$ cat config.mk
export PLATFORM = sky130hd
export DESIGN_NAME = mecanum_wheel_mix_normalize
export DESIGN_NICKNAME = d
export VERILOG_FILES = /design/src/hw/rtl/mwmn_pkg.sv /design/src/hw/rtl/mwmn_mix.sv /design/src/hw/rtl/mwmn_div_step.sv /design/src/hw/rtl/mecanum_wheel_mix_normalize.sv
export SDC_FILE = /design/constraint.sdc
export NUM_CORES = 2
export LEC_CHECK = 0
export BUFFER_PORTS_ARGS = -buffer_cell sky130_fd_sc_hd__buf_2
export CORE_UTILIZATION = 45
export CTS_CLUSTER_DIAMETER = 40
export DETAILED_ROUTE_END_ITERATION = 8
export PLACE_DENSITY_LB_ADDON = 0.15
export SYNTH_ARGS = -nofsm -noshare
export SYNTH_HDL_FRONTEND = slang
export SYNTH_SLANG_ARGS = --single-unit
export TNS_END_PERCENT = 1
$ cat constraint.sdc
create_clock -name clock -period 68.7 [get_ports clock]
set_input_delay 3.435 -clock clock [delete_from_list [all_inputs] [get_ports clock]]
set_output_delay 3.435 -clock clock [all_outputs]
set_load 0.01 [all_outputs]
$ cat src/hw/rtl/mwmn_pkg.sv
// Shared constants and types for the mecanum wheel mixer.
package mwmn_pkg;

   localparam int WHEEL_COUNT   = 4;
   localparam int WHEEL_LIMIT   = 512;
   localparam int OUT_BITS      = 11;
   // quotient never exceeds the limit, so it needs log2(limit)+1 bits
   localparam int QUOT_BITS     = $clog2(WHEEL_LIMIT) + 1;
   localparam int RSP_DATA_BITS = ((WHEEL_COUNT * OUT_BITS + 7) / 8) * 8;

   // Per-item side information carried alongside the divider
   typedef struct packed {
      logic                                 bypass;  // peak within limit, pass sums
      logic [WHEEL_COUNT-1:0]               neg;     // sign of each wheel sum
      logic [WHEEL_COUNT-1:0][OUT_BITS-1:0] raw;     // unscaled sums, output width
   } wheel_info_type;

endpackage

$ cat src/hw/rtl/mwmn_mix.sv
// Wheel sums, magnitudes and peak search: two register stages.
module mwmn_mix
   import mwmn_pkg::*;
#(
   parameter int COMMAND_BITS = 12,
   parameter int MAG_BITS     = COMMAND_BITS + 1
) (
   input  logic                                    clock,
   input  logic                                    reset,
   input  logic                                    advance,
   input  logic                                    in_valid,
   input  logic signed [COMMAND_BITS-1:0]          fwd,
   input  logic signed [COMMAND_BITS-1:0]          side,
   input  logic signed [COMMAND_BITS-1:0]          turn,
   output logic                                    out_valid,
   output logic [WHEEL_COUNT-1:0][MAG_BITS-1:0]    mag,
   output logic [MAG_BITS-1:0]                     peak,
   output wheel_info_type                          info
);

   localparam int SUM_BITS = COMMAND_BITS + 2;

   logic signed [SUM_BITS-1:0] sum_ff [WHEEL_COUNT];
   logic signed [SUM_BITS-1:0] sum_in [WHEEL_COUNT];
   logic                       sum_valid_ff;

   logic [WHEEL_COUNT-1:0][MAG_BITS-1:0] mag_ff, mag_in;
   logic [MAG_BITS-1:0]                  peak_ff, peak_in;
   logic [MAG_BITS-1:0]                  peak_a, peak_b;
   wheel_info_type                       info_ff, info_in;
   logic                                 mag_valid_ff;

   logic signed [SUM_BITS-1:0] fwd_x, side_x, turn_x;

   always_comb begin
      fwd_x     = SUM_BITS'(fwd);
      side_x    = SUM_BITS'(side);
      turn_x    = SUM_BITS'(turn);
      sum_in[0] = fwd_x + side_x + turn_x;
      sum_in[1] = fwd_x - side_x - turn_x;
      sum_in[2] = fwd_x - side_x + turn_x;
      sum_in[3] = fwd_x + side_x - turn_x;
   end

   always_comb begin
      for (int i = 0; i < WHEEL_COUNT; i++) begin
         info_in.neg[i] = sum_ff[i][SUM_BITS-1];
         info_in.raw[i] = OUT_BITS'(sum_ff[i]);
         if (sum_ff[i][SUM_BITS-1]) begin
            mag_in[i] = MAG_BITS'(-sum_ff[i]);
         end else begin
            mag_in[i] = MAG_BITS'(sum_ff[i]);
         end
      end
      peak_a = (mag_in[0] > mag_in[1]) ? mag_in[0] : mag_in[1];
      peak_b = (mag_in[2] > mag_in[3]) ? mag_in[2] : mag_in[3];
      peak_in = (peak_a > peak_b) ? peak_a : peak_b;
      info_in.bypass = ({{(32-MAG_BITS){1'b0}}, peak_in} <= 32'(WHEEL_LIMIT));
   end

   always_ff @(posedge clock) begin
      if (reset) begin
         sum_valid_ff <= 1'b0;
         mag_valid_ff <= 1'b0;
      end else if (advance) begin
         sum_valid_ff <= in_valid;
         mag_valid_ff <= sum_valid_ff;
      end
   end

   always_ff @(posedge clock) begin
      if (advance) begin
         sum_ff  <= sum_in;
         mag_ff  <= mag_in;
         peak_ff <= peak_in;
         info_ff <= info_in;
      end
   end

   assign out_valid = mag_valid_ff;
   assign mag       = mag_ff;
   assign peak      = peak_ff;
   assign info      = info_ff;

endmodule

$ cat src/hw/rtl/mwmn_div_step.sv
// One restoring-division step for all four wheels, one quotient bit per stage.
module mwmn_div_step
   import mwmn_pkg::*;
#(
   parameter int MAG_BITS   = 13,
   parameter int FIRST_STEP = 0
) (
   input  logic                                  clock,
   input  logic                                  reset,
   input  logic                                  advance,
   input  logic                                  in_valid,
   input  logic [MAG_BITS-1:0]                   in_peak,
   input  logic [WHEEL_COUNT-1:0][MAG_BITS-1:0]  in_rem,
   input  logic [WHEEL_COUNT-1:0][QUOT_BITS-1:0] in_quot,
   input  wheel_info_type                        in_info,
   output logic                                  out_valid,
   output logic [MAG_BITS-1:0]                   out_peak,
   output logic [WHEEL_COUNT-1:0][MAG_BITS-1:0]  out_rem,
   output logic [WHEEL_COUNT-1:0][QUOT_BITS-1:0] out_quot,
   output wheel_info_type                        out_info
);

   logic                                  valid_ff;
   logic [MAG_BITS-1:0]                   peak_ff;
   logic [WHEEL_COUNT-1:0][MAG_BITS-1:0]  rem_ff, rem_in;
   logic [WHEEL_COUNT-1:0][QUOT_BITS-1:0] quot_ff, quot_in;
   wheel_info_type                        info_ff;

   logic [MAG_BITS:0] trial [WHEEL_COUNT];
   logic [MAG_BITS:0] diff  [WHEEL_COUNT];
   logic              take  [WHEEL_COUNT];

   always_comb begin
      for (int i = 0; i < WHEEL_COUNT; i++) begin
         // first step starts from the magnitude itself, later ones shift in a zero
         if (FIRST_STEP != 0) begin
            trial[i] = {1'b0, in_rem[i]};
         end else begin
            trial[i] = {in_rem[i], 1'b0};
         end
         diff[i]    = trial[i] - {1'b0, in_peak};
         take[i]    = (trial[i] >= {1'b0, in_peak});
         rem_in[i]  = take[i] ? diff[i][MAG_BITS-1:0] : trial[i][MAG_BITS-1:0];
         quot_in[i] = {in_quot[i][QUOT_BITS-2:0], take[i]};
      end
   end

   always_ff @(posedge clock) begin
      if (reset) begin
         valid_ff <= 1'b0;
      end else if (advance) begin
         valid_ff <= in_valid;
      end
   end

   always_ff @(posedge clock) begin
      if (advance) begin
         peak_ff <= in_peak;
         rem_ff  <= rem_in;
         quot_ff <= quot_in;
         info_ff <= in_info;
      end
   end

   assign out_valid = valid_ff;
   assign out_peak  = peak_ff;
   assign out_rem   = rem_ff;
   assign out_quot  = quot_ff;
   assign out_info  = info_ff;

endmodule

$ cat src/hw/rtl/mecanum_wheel_mix_normalize.sv
// Mecanum wheel mixer top level: mix, pipelined normalizing divider, output register.
// Path from an accepted req item to rsp_tvalid: 2 mix stages, one stage per
// quotient bit of the 10-bit divider, 1 output stage.
// Throughput: one item per cycle; the whole pipeline holds while rsp is stalled.
// Reset clears all valid bits; payload registers are not reset.
module mecanum_wheel_mix_normalize
   import mwmn_pkg::*;
#(
   parameter int COMMAND_BITS = 12
) (
   input  logic                                       clock,
   input  logic                                       reset,
   input  logic                                       req_tvalid,
   output logic                                       req_tready,
   // speed_forward, speed_sideways, turn_rate (low bit up), zero pad
   input  logic [((3*COMMAND_BITS+7)/8)*8-1:0]        req_tdata,
   output logic                                       rsp_tvalid,
   input  logic                                       rsp_tready,
   // wheel_front_left, wheel_front_right, wheel_rear_left, wheel_rear_right, zero pad
   output logic [RSP_DATA_BITS-1:0]                   rsp_tdata
);

   localparam int MAG_BITS = COMMAND_BITS + 1;

   logic advance;

   logic                                  valid_c [QUOT_BITS+1];
   logic [MAG_BITS-1:0]                   peak_c  [QUOT_BITS+1];
   logic [WHEEL_COUNT-1:0][MAG_BITS-1:0]  rem_c   [QUOT_BITS+1];
   logic [WHEEL_COUNT-1:0][QUOT_BITS-1:0] quot_c  [QUOT_BITS+1];
   wheel_info_type                        info_c  [QUOT_BITS+1];

   logic                     rsp_valid_ff;
   logic [RSP_DATA_BITS-1:0] rsp_data_ff, rsp_data_in;

   // hold every stage while a finished item waits at the output
   assign advance    = !rsp_valid_ff || rsp_tready;
   assign req_tready = advance;

   mwmn_mix #(
      .COMMAND_BITS (COMMAND_BITS),
      .MAG_BITS     (MAG_BITS)
   ) u_mix (
      .clock     (clock),
      .reset     (reset),
      .advance   (advance),
      .in_valid  (req_tvalid),
      .fwd       (req_tdata[COMMAND_BITS-1:0]),
      .side      (req_tdata[2*COMMAND_BITS-1:COMMAND_BITS]),
      .turn      (req_tdata[3*COMMAND_BITS-1:2*COMMAND_BITS]),
      .out_valid (valid_c[0]),
      .mag       (rem_c[0]),
      .peak      (peak_c[0]),
      .info      (info_c[0])
   );

   assign quot_c[0] = '0;

   for (genvar k = 0; k < QUOT_BITS; k++) begin : g_div
      mwmn_div_step #(
         .MAG_BITS   (MAG_BITS),
         .FIRST_STEP ((k == 0) ? 1 : 0)
      ) u_step (
         .clock     (clock),
         .reset     (reset),
         .advance   (advance),
         .in_valid  (valid_c[k]),
         .in_peak   (peak_c[k]),
         .in_rem    (rem_c[k]),
         .in_quot   (quot_c[k]),
         .in_info   (info_c[k]),
         .out_valid (valid_c[k+1]),
         .out_peak  (peak_c[k+1]),
         .out_rem   (rem_c[k+1]),
         .out_quot  (quot_c[k+1]),
         .out_info  (info_c[k+1])
      );
   end

   always_comb begin
      rsp_data_in = '0;
      for (int i = 0; i < WHEEL_COUNT; i++) begin
         if (info_c[QUOT_BITS].bypass) begin
            rsp_data_in[i*OUT_BITS +: OUT_BITS] = info_c[QUOT_BITS].raw[i];
         end else if (info_c[QUOT_BITS].neg[i]) begin
            rsp_data_in[i*OUT_BITS +: OUT_BITS] =
               -{{(OUT_BITS-QUOT_BITS){1'b0}}, quot_c[QUOT_BITS][i]};
         end else begin
            rsp_data_in[i*OUT_BITS +: OUT_BITS] =
               {{(OUT_BITS-QUOT_BITS){1'b0}}, quot_c[QUOT_BITS][i]};
         end
      end
   end

   always_ff @(posedge clock) begin
      if (reset) begin
         rsp_valid_ff <= 1'b0;
      end else if (advance) begin
         rsp_valid_ff <= valid_c[QUOT_BITS];
      end
   end

   always_ff @(posedge clock) begin
      if (advance) begin
         rsp_data_ff <= rsp_data_in;
      end
   end

   assign rsp_tvalid = rsp_valid_ff;
   assign rsp_tdata  = rsp_data_ff;

endmodule

# Word level (Yosys, flattened, before mapping)
# Cells that the tools add are included.
word_totals:
  regBits: 1522
  inputBits: 44
  out_inout_bits: 50
  wordCells: 353
op_classes:
  n_addsub: 50
  n_lt_le_gt_ge: 44
  n_mux: 51
  n_reduce_logical: 2
ops:
  columns: ["op", "count"]
  rows:
  - ["$mux W13", 43]
  - ["$ge A14 B13 Y1", 36]
  - ["$sub A13 B13 Y13", 36]
  - ["$mux W11", 8]
  - ["$ge A13 B13 Y1", 4]
  - ["$neg A13 Y13", 4]
  - ["$neg A10 Y11", 4]
  - ["$gt A13 B13 Y1", 3]
  - ["$add A13 B12 Y14", 2]
  - ["$sub A13 B12 Y14", 2]
  - ["$add A12 B12 Y13", 1]
  - ["$le A13 B10 Y1 const B", 1]
  - ["$sub A12 B12 Y13", 1]
  - ["$logic_not A1 Y1", 1]
  - ["$logic_or A1 B1 Y1", 1]

# Longest topological paths before layout
logic_depth:
  word_depth: 7
  mapped_depth: 32

# Modules after synthesis
# Synthesis repeated with hierarchy kept, for this count alone.
unflattened:
  hier_cells: 7076
  hier_area_um2: 91661.7
by_module_without_submodules:
  columns: ["module", "n_inst", "cells_per_inst", "area_per_inst_um2", "seq_area_each_um2"]
  rows:
  - ["mwmn_div_step at g_div[1].u_step ...", 9, 577, 7772.5, 4644.5]
  - ["mwmn_mix", 1, 994, 10692.8, 4904.7]
  - ["mwmn_div_step at g_div[0].u_step", 1, 570, 7963.9, 4644.5]
  - ["mecanum_wheel_mix_normalize", 1, 319, 3052.9, 1341.3]

# Least setup slack after synthesis
# OpenSTA, ideal clock, no wires.
synth_timing:
  path_kind: "input -> output"
  from: "in rsp_tready"
  to: "out req_tready"
  arrival_time_ps: 43710
  t_required_ps: 65265
  setup_slack_ps: 21555
  path_stages: 3
  cell_sequence: "nor2b_1 > inv_1 > clkbuf_1"
synth_between:
  elab_chain_len: 1
synth_rtl:
  columns: ["element", "line_no", "text"]
  rows:
  - ["start: declaration", "mecanum_wheel_mix_normalize.sv:18", "input logic rsp_tready,"]
  - ["$logic_or A1 B1 Y1", "mecanum_wheel_mix_normalize.sv:37", "assign advance = !rsp_valid_ff || rsp_tready;"]
  - ["end: declaration", "mecanum_wheel_mix_normalize.sv:14", "output logic req_tready,"]
# Every way passes these cells.

# Final worst setup path
# Same ends and word-level chain as after synthesis.

==> impl_metrics.py <==
metrics = {
    "worst_hold_path": {
        "hp-start": "g_div[1].u_step.out_info[39]$_DFFE_PP_",
        "min_to": "g_div[2].u_step.out_info[39]$_DFFE_PP_",
        "hold_path.class": "register to register",
        "hold_path_depth": 0,
    },
    "critical_path": {
        "r2r_slack_ns": 60.76,
        "cp_top_family": "buffers and inverters",
        "cp-end-kind": "output port",
        "path_cells": "buf_2, nor2b_1, buf_4, inv_8, buf_2",
        "startpoint": "rsp_tready",
        "critPathSlowestCell": "inv_8",
        "path_max_fanout": 86,
        "cp_num_buf_inv": 4,
        "arrival_ns": 4.71,
        "worstSetupPathType": "primary input to output port",
        "r2r-start": "u_mix.info_in[22]$_DFFE_PP_",
        "r2r-end": "u_mix.info[48]$_DFFE_PP_",
        "required_ns": 65.26,
        "start_kind": "primary input",
        "r2r_cells": 27,
        "cpMostUsedCell": "buf_2",
        "critPathMaxStageDelay_ns": 0.45,
    },
    "final_layout": {
        "drive_gt1_share_pct": 14.99,
        "nFillCells": 14381,
        "final_area_um2": 87840,
        "area_delta_synth_final_pct": 14.20,
        "regArea_um2": 44730,
        "multi_input_area_um2": 30090,
        "fin_nets": 6917,
    },
    "timing": {
        "relSlewSlack_pct": 15.84,
        "setup_tns_ns": 0,
        "timing.fmax_mhz": 122.8,
        "fin_skew_ns": 0.07067,
        "worst_pin_slew_ns": 1.260,
        "setup_violations": 0,
        "rsz0062_at_grt": "false",
        "finalWorstPathRequiredPeriod_ns": 8.142,
        "slew_violations": 0,
        "hold_viol": 0,
        "finalCritPeriodShare_pct": 11.85,
    },
    "grt": {
        "grt_pass1_wl_um": 269100,
        "gr-usage-met2_pct": 34.41,
        "grt_pass1_vias": 45365,
        "met3_usage_pct": 2.751,
        "grt_max_degree": 187,
        "antenna_found_initial": 5,
        "grt_usage_pct": 20.55,
        "grt_use_met1_pct": 26.97,
        "busiest_layer": "met2",
        "gr-total-overflow": 0,
    },
    "synthesis": {
        "synth_top_family_by_area": "adder cells",
        "synthArstFlopShare_pct": 0,
        "synth-seq-area-share_pct": 58.16,
        "synthFlopType": "edfxtp_1",
        "ys_ff_latch": 1494,
        "synthDistinctLibCells": 78,
        "syn_area_um2": 76910,
        "synthAdderAreaFrac_pct": 11.37,
        "synth_area_per_cell_um2": 12.98,
        "yosys.area_share.simple_pct": 7.117,
        "synth_compound_area_share_pct": 9.129,
        "synth_xor_area_share_pct": 4.667,
        "synth_edf_count": 1481,
        "synth_mux_area_share_pct": 6.684,
        "yosysMostFrequentCell": "edfxtp_1",
        "synth_top_area_share_pct": 57.82,
        "synthTopCellsByCount": "edfxtp_1 (1481), ha_1 (630), inv_1 (508), mux2_2 (401), o21ai_0 (395)",
        "yosys_warnings": 0,
        "synthTopCellsByArea": "edfxtp_1 (58%), ha_1 (10%), mux2_2 (5.9%), o21ai_0 (2.6%), xnor2_1 (2.5%)",
        "netlist.top_cell.by_area": "edfxtp_1",
        "synth_cells": 5925,
    },
    "clock_tree": {
        "cts_setup_buffers": 0,
        "cts_sinks": 1494,
        "clk_latency_ns": 0.84,
        "root_buffer": "clkbuf_16",
        "tritoncts": "yes",
        "cts-hold-fix-buffers": 0,
        "cts.repair.resized": 0,
        "cts_buffers": 218,
        "cts_max_level": 4,
        "clock_path_buffers": 3,
        "clkTransAtPathRegs_ns": 0.06,
    },
    "place": {
        "place_area_um2": 80260,
        "dp_hpwl_um": 134800,
        "io_buffers": 85,
        "place_congestion": 0.8818,
    },
    "routing": {
        "wl_per_cell_um": 20.66,
        "ant_nets": 0,
        "dr.first_iter.drc_count": 2961,
        "via_per_inst": 5.254,
        "drtPass1Iterations": 5,
        "vias": 45240,
        "drcViolationCount": 0,
        "wirelength_um": 177900,
    },
    "floorplan": {
        "coreArea_um2": 169500,
        "die_width_um": 415.4,
        "num_io_pins": 94,
        "initial_core_util_pct": 45.38,
        "fp-row-count": 151,
        "dieArea_um2": 172600,
        "fp.dieH_um": 415.4,
    },
    "run_status": {
        "status": "finished clean",
    },
    "job": {
        "drv_cap": 0,
    },
}
==> final cells by class <==
type                       instances  share of cell area, %
antenna                            1               0.002849
clock buffer                     234                  6.303
multi-input combinational       3853                  34.26
timing repair buffer             126                 0.8490
sequential                      1494                  50.93
clock inverter                   177                  2.320
tap                             2218                  3.159
inverter                         508                  2.179
==> worst reg2reg max path, delay by kind of cell (launching register included) <==
kind,cells,cell delay (ns)
AO/OA/AOI/OAI,8,2.65
XOR/XNOR,1,0.19
flip-flops,1,0.65
buffers and inverters,4,0.75
adder cells (fa/ha/maj),3,0.94
AND/OR/NAND/NOR,11,2.51
==> state kept, by name, summed over array words and instances, names as in the netlist <==
name,cells
g_div.u_step.out_peak,117
g_div.u_step.out_info,470
rsp_tvalid,1
u_mix.out_valid,1
u_mix.info_in,46
u_mix.mag,48
u_mix.peak,13
u_mix.sum_valid_ff,1
u_mix.info,47
g_div.u_step.out_valid,10
rsp_tdata,44
u_mix.sum_ff,8
g_div.u_step.out_quot,220
g_div.u_step.out_rem,468
==> cells in the final DEF, fill, tap and decap left out, types with 21 or more instances in the layout <==
| cell | synthesis | final |
|---|---|---|
| edfxtp_1 | 1481 | 1481 |
| ha_1 | 630 | 630 |
| inv_1 | 508 | 507 |
| mux2_2 | 401 | 401 |
| o21ai_0 | 395 | 395 |
| nand2_1 | 355 | 355 |
| nor2_1 | 351 | 351 |
| a21oi_1 | 246 | 246 |
| clkbuf_16 | 0 | 219 |
| xnor2_1 | 218 | 218 |
| xor2_1 | 190 | 190 |
| nor2b_1 | 143 | 143 |
| a21boi_0 | 112 | 112 |
| a21o_1 | 105 | 105 |
| nor3_1 | 90 | 90 |
| buf_2 | 2 | 85 |
| nand4_1 | 79 | 79 |
| o21a_1 | 66 | 66 |
| mux2i_1 | 61 | 61 |
| nand2b_1 | 43 | 43 |
| fa_1 | 42 | 42 |
| buf_4 | 4 | 40 |
| o21bai_1 | 36 | 36 |
| inv_6 | 0 | 36 |
| nand3_1 | 33 | 33 |
| or3_1 | 28 | 28 |
| o31ai_1 | 28 | 28 |
| clkinv_2 | 0 | 28 |
| a221oi_1 | 24 | 24 |
| clkinv_1 | 0 | 24 |
| clkinvlp_4 | 0 | 22 |
| bufinv_16 | 0 | 22 |
| a41oi_1 | 21 | 21 |
| a211oi_1 | 40 | 21 |
==> layer usage <==
layer	routed length [um]	up-vias
li1	-	22419
met1	80240	21704
met2	85130	825
met3	5965	292
met4	6617	0
met5	0	-
==> how the worst max path moves through the flow <==
| stage | to | depth (start not counted) |
|---|---|---|
| after detailed placement | g_div[0].u_step.out_rem[21]$_DFFE_PP_ | 9 |
| after global routing | u_mix.info[48]$_DFFE_PP_ | 27 |
| after global placement | g_div[0].u_step.out_rem[21]$_DFFE_PP_ | 9 |
| final | req_tready | 5 |
| after CTS | req_tready | 5 |
| after floorplan | req_tready | 3 |
==> through the flow <==
stage,instances,utilization [%],hold slack (ns),setup slack (ns)
6_report,8611,51.83,0.3797,60.56
5_1_grt,8610,51.83,0.3811,60.30
4_1_cts,8610,51.83,0.3782,60.50
3_5_place_dp,8199,47.36,0.4045,59.94
3_3_place_gp,8199,47.36,0.4003,59.99
2_1_floorplan,5928,-,0.4003,21.55
==> cell families after synthesis <==
logic type      Yosys count
flops                  1494
simple gates           1175
compound gates         1128
fa+ha+maj               674
buf+inv                 581
mux                     463
xor+xnor                409
other cells               1
Power is not shown: default switching activity piles up to over one toggle a cycle in this logic, so the estimate is an artifact.
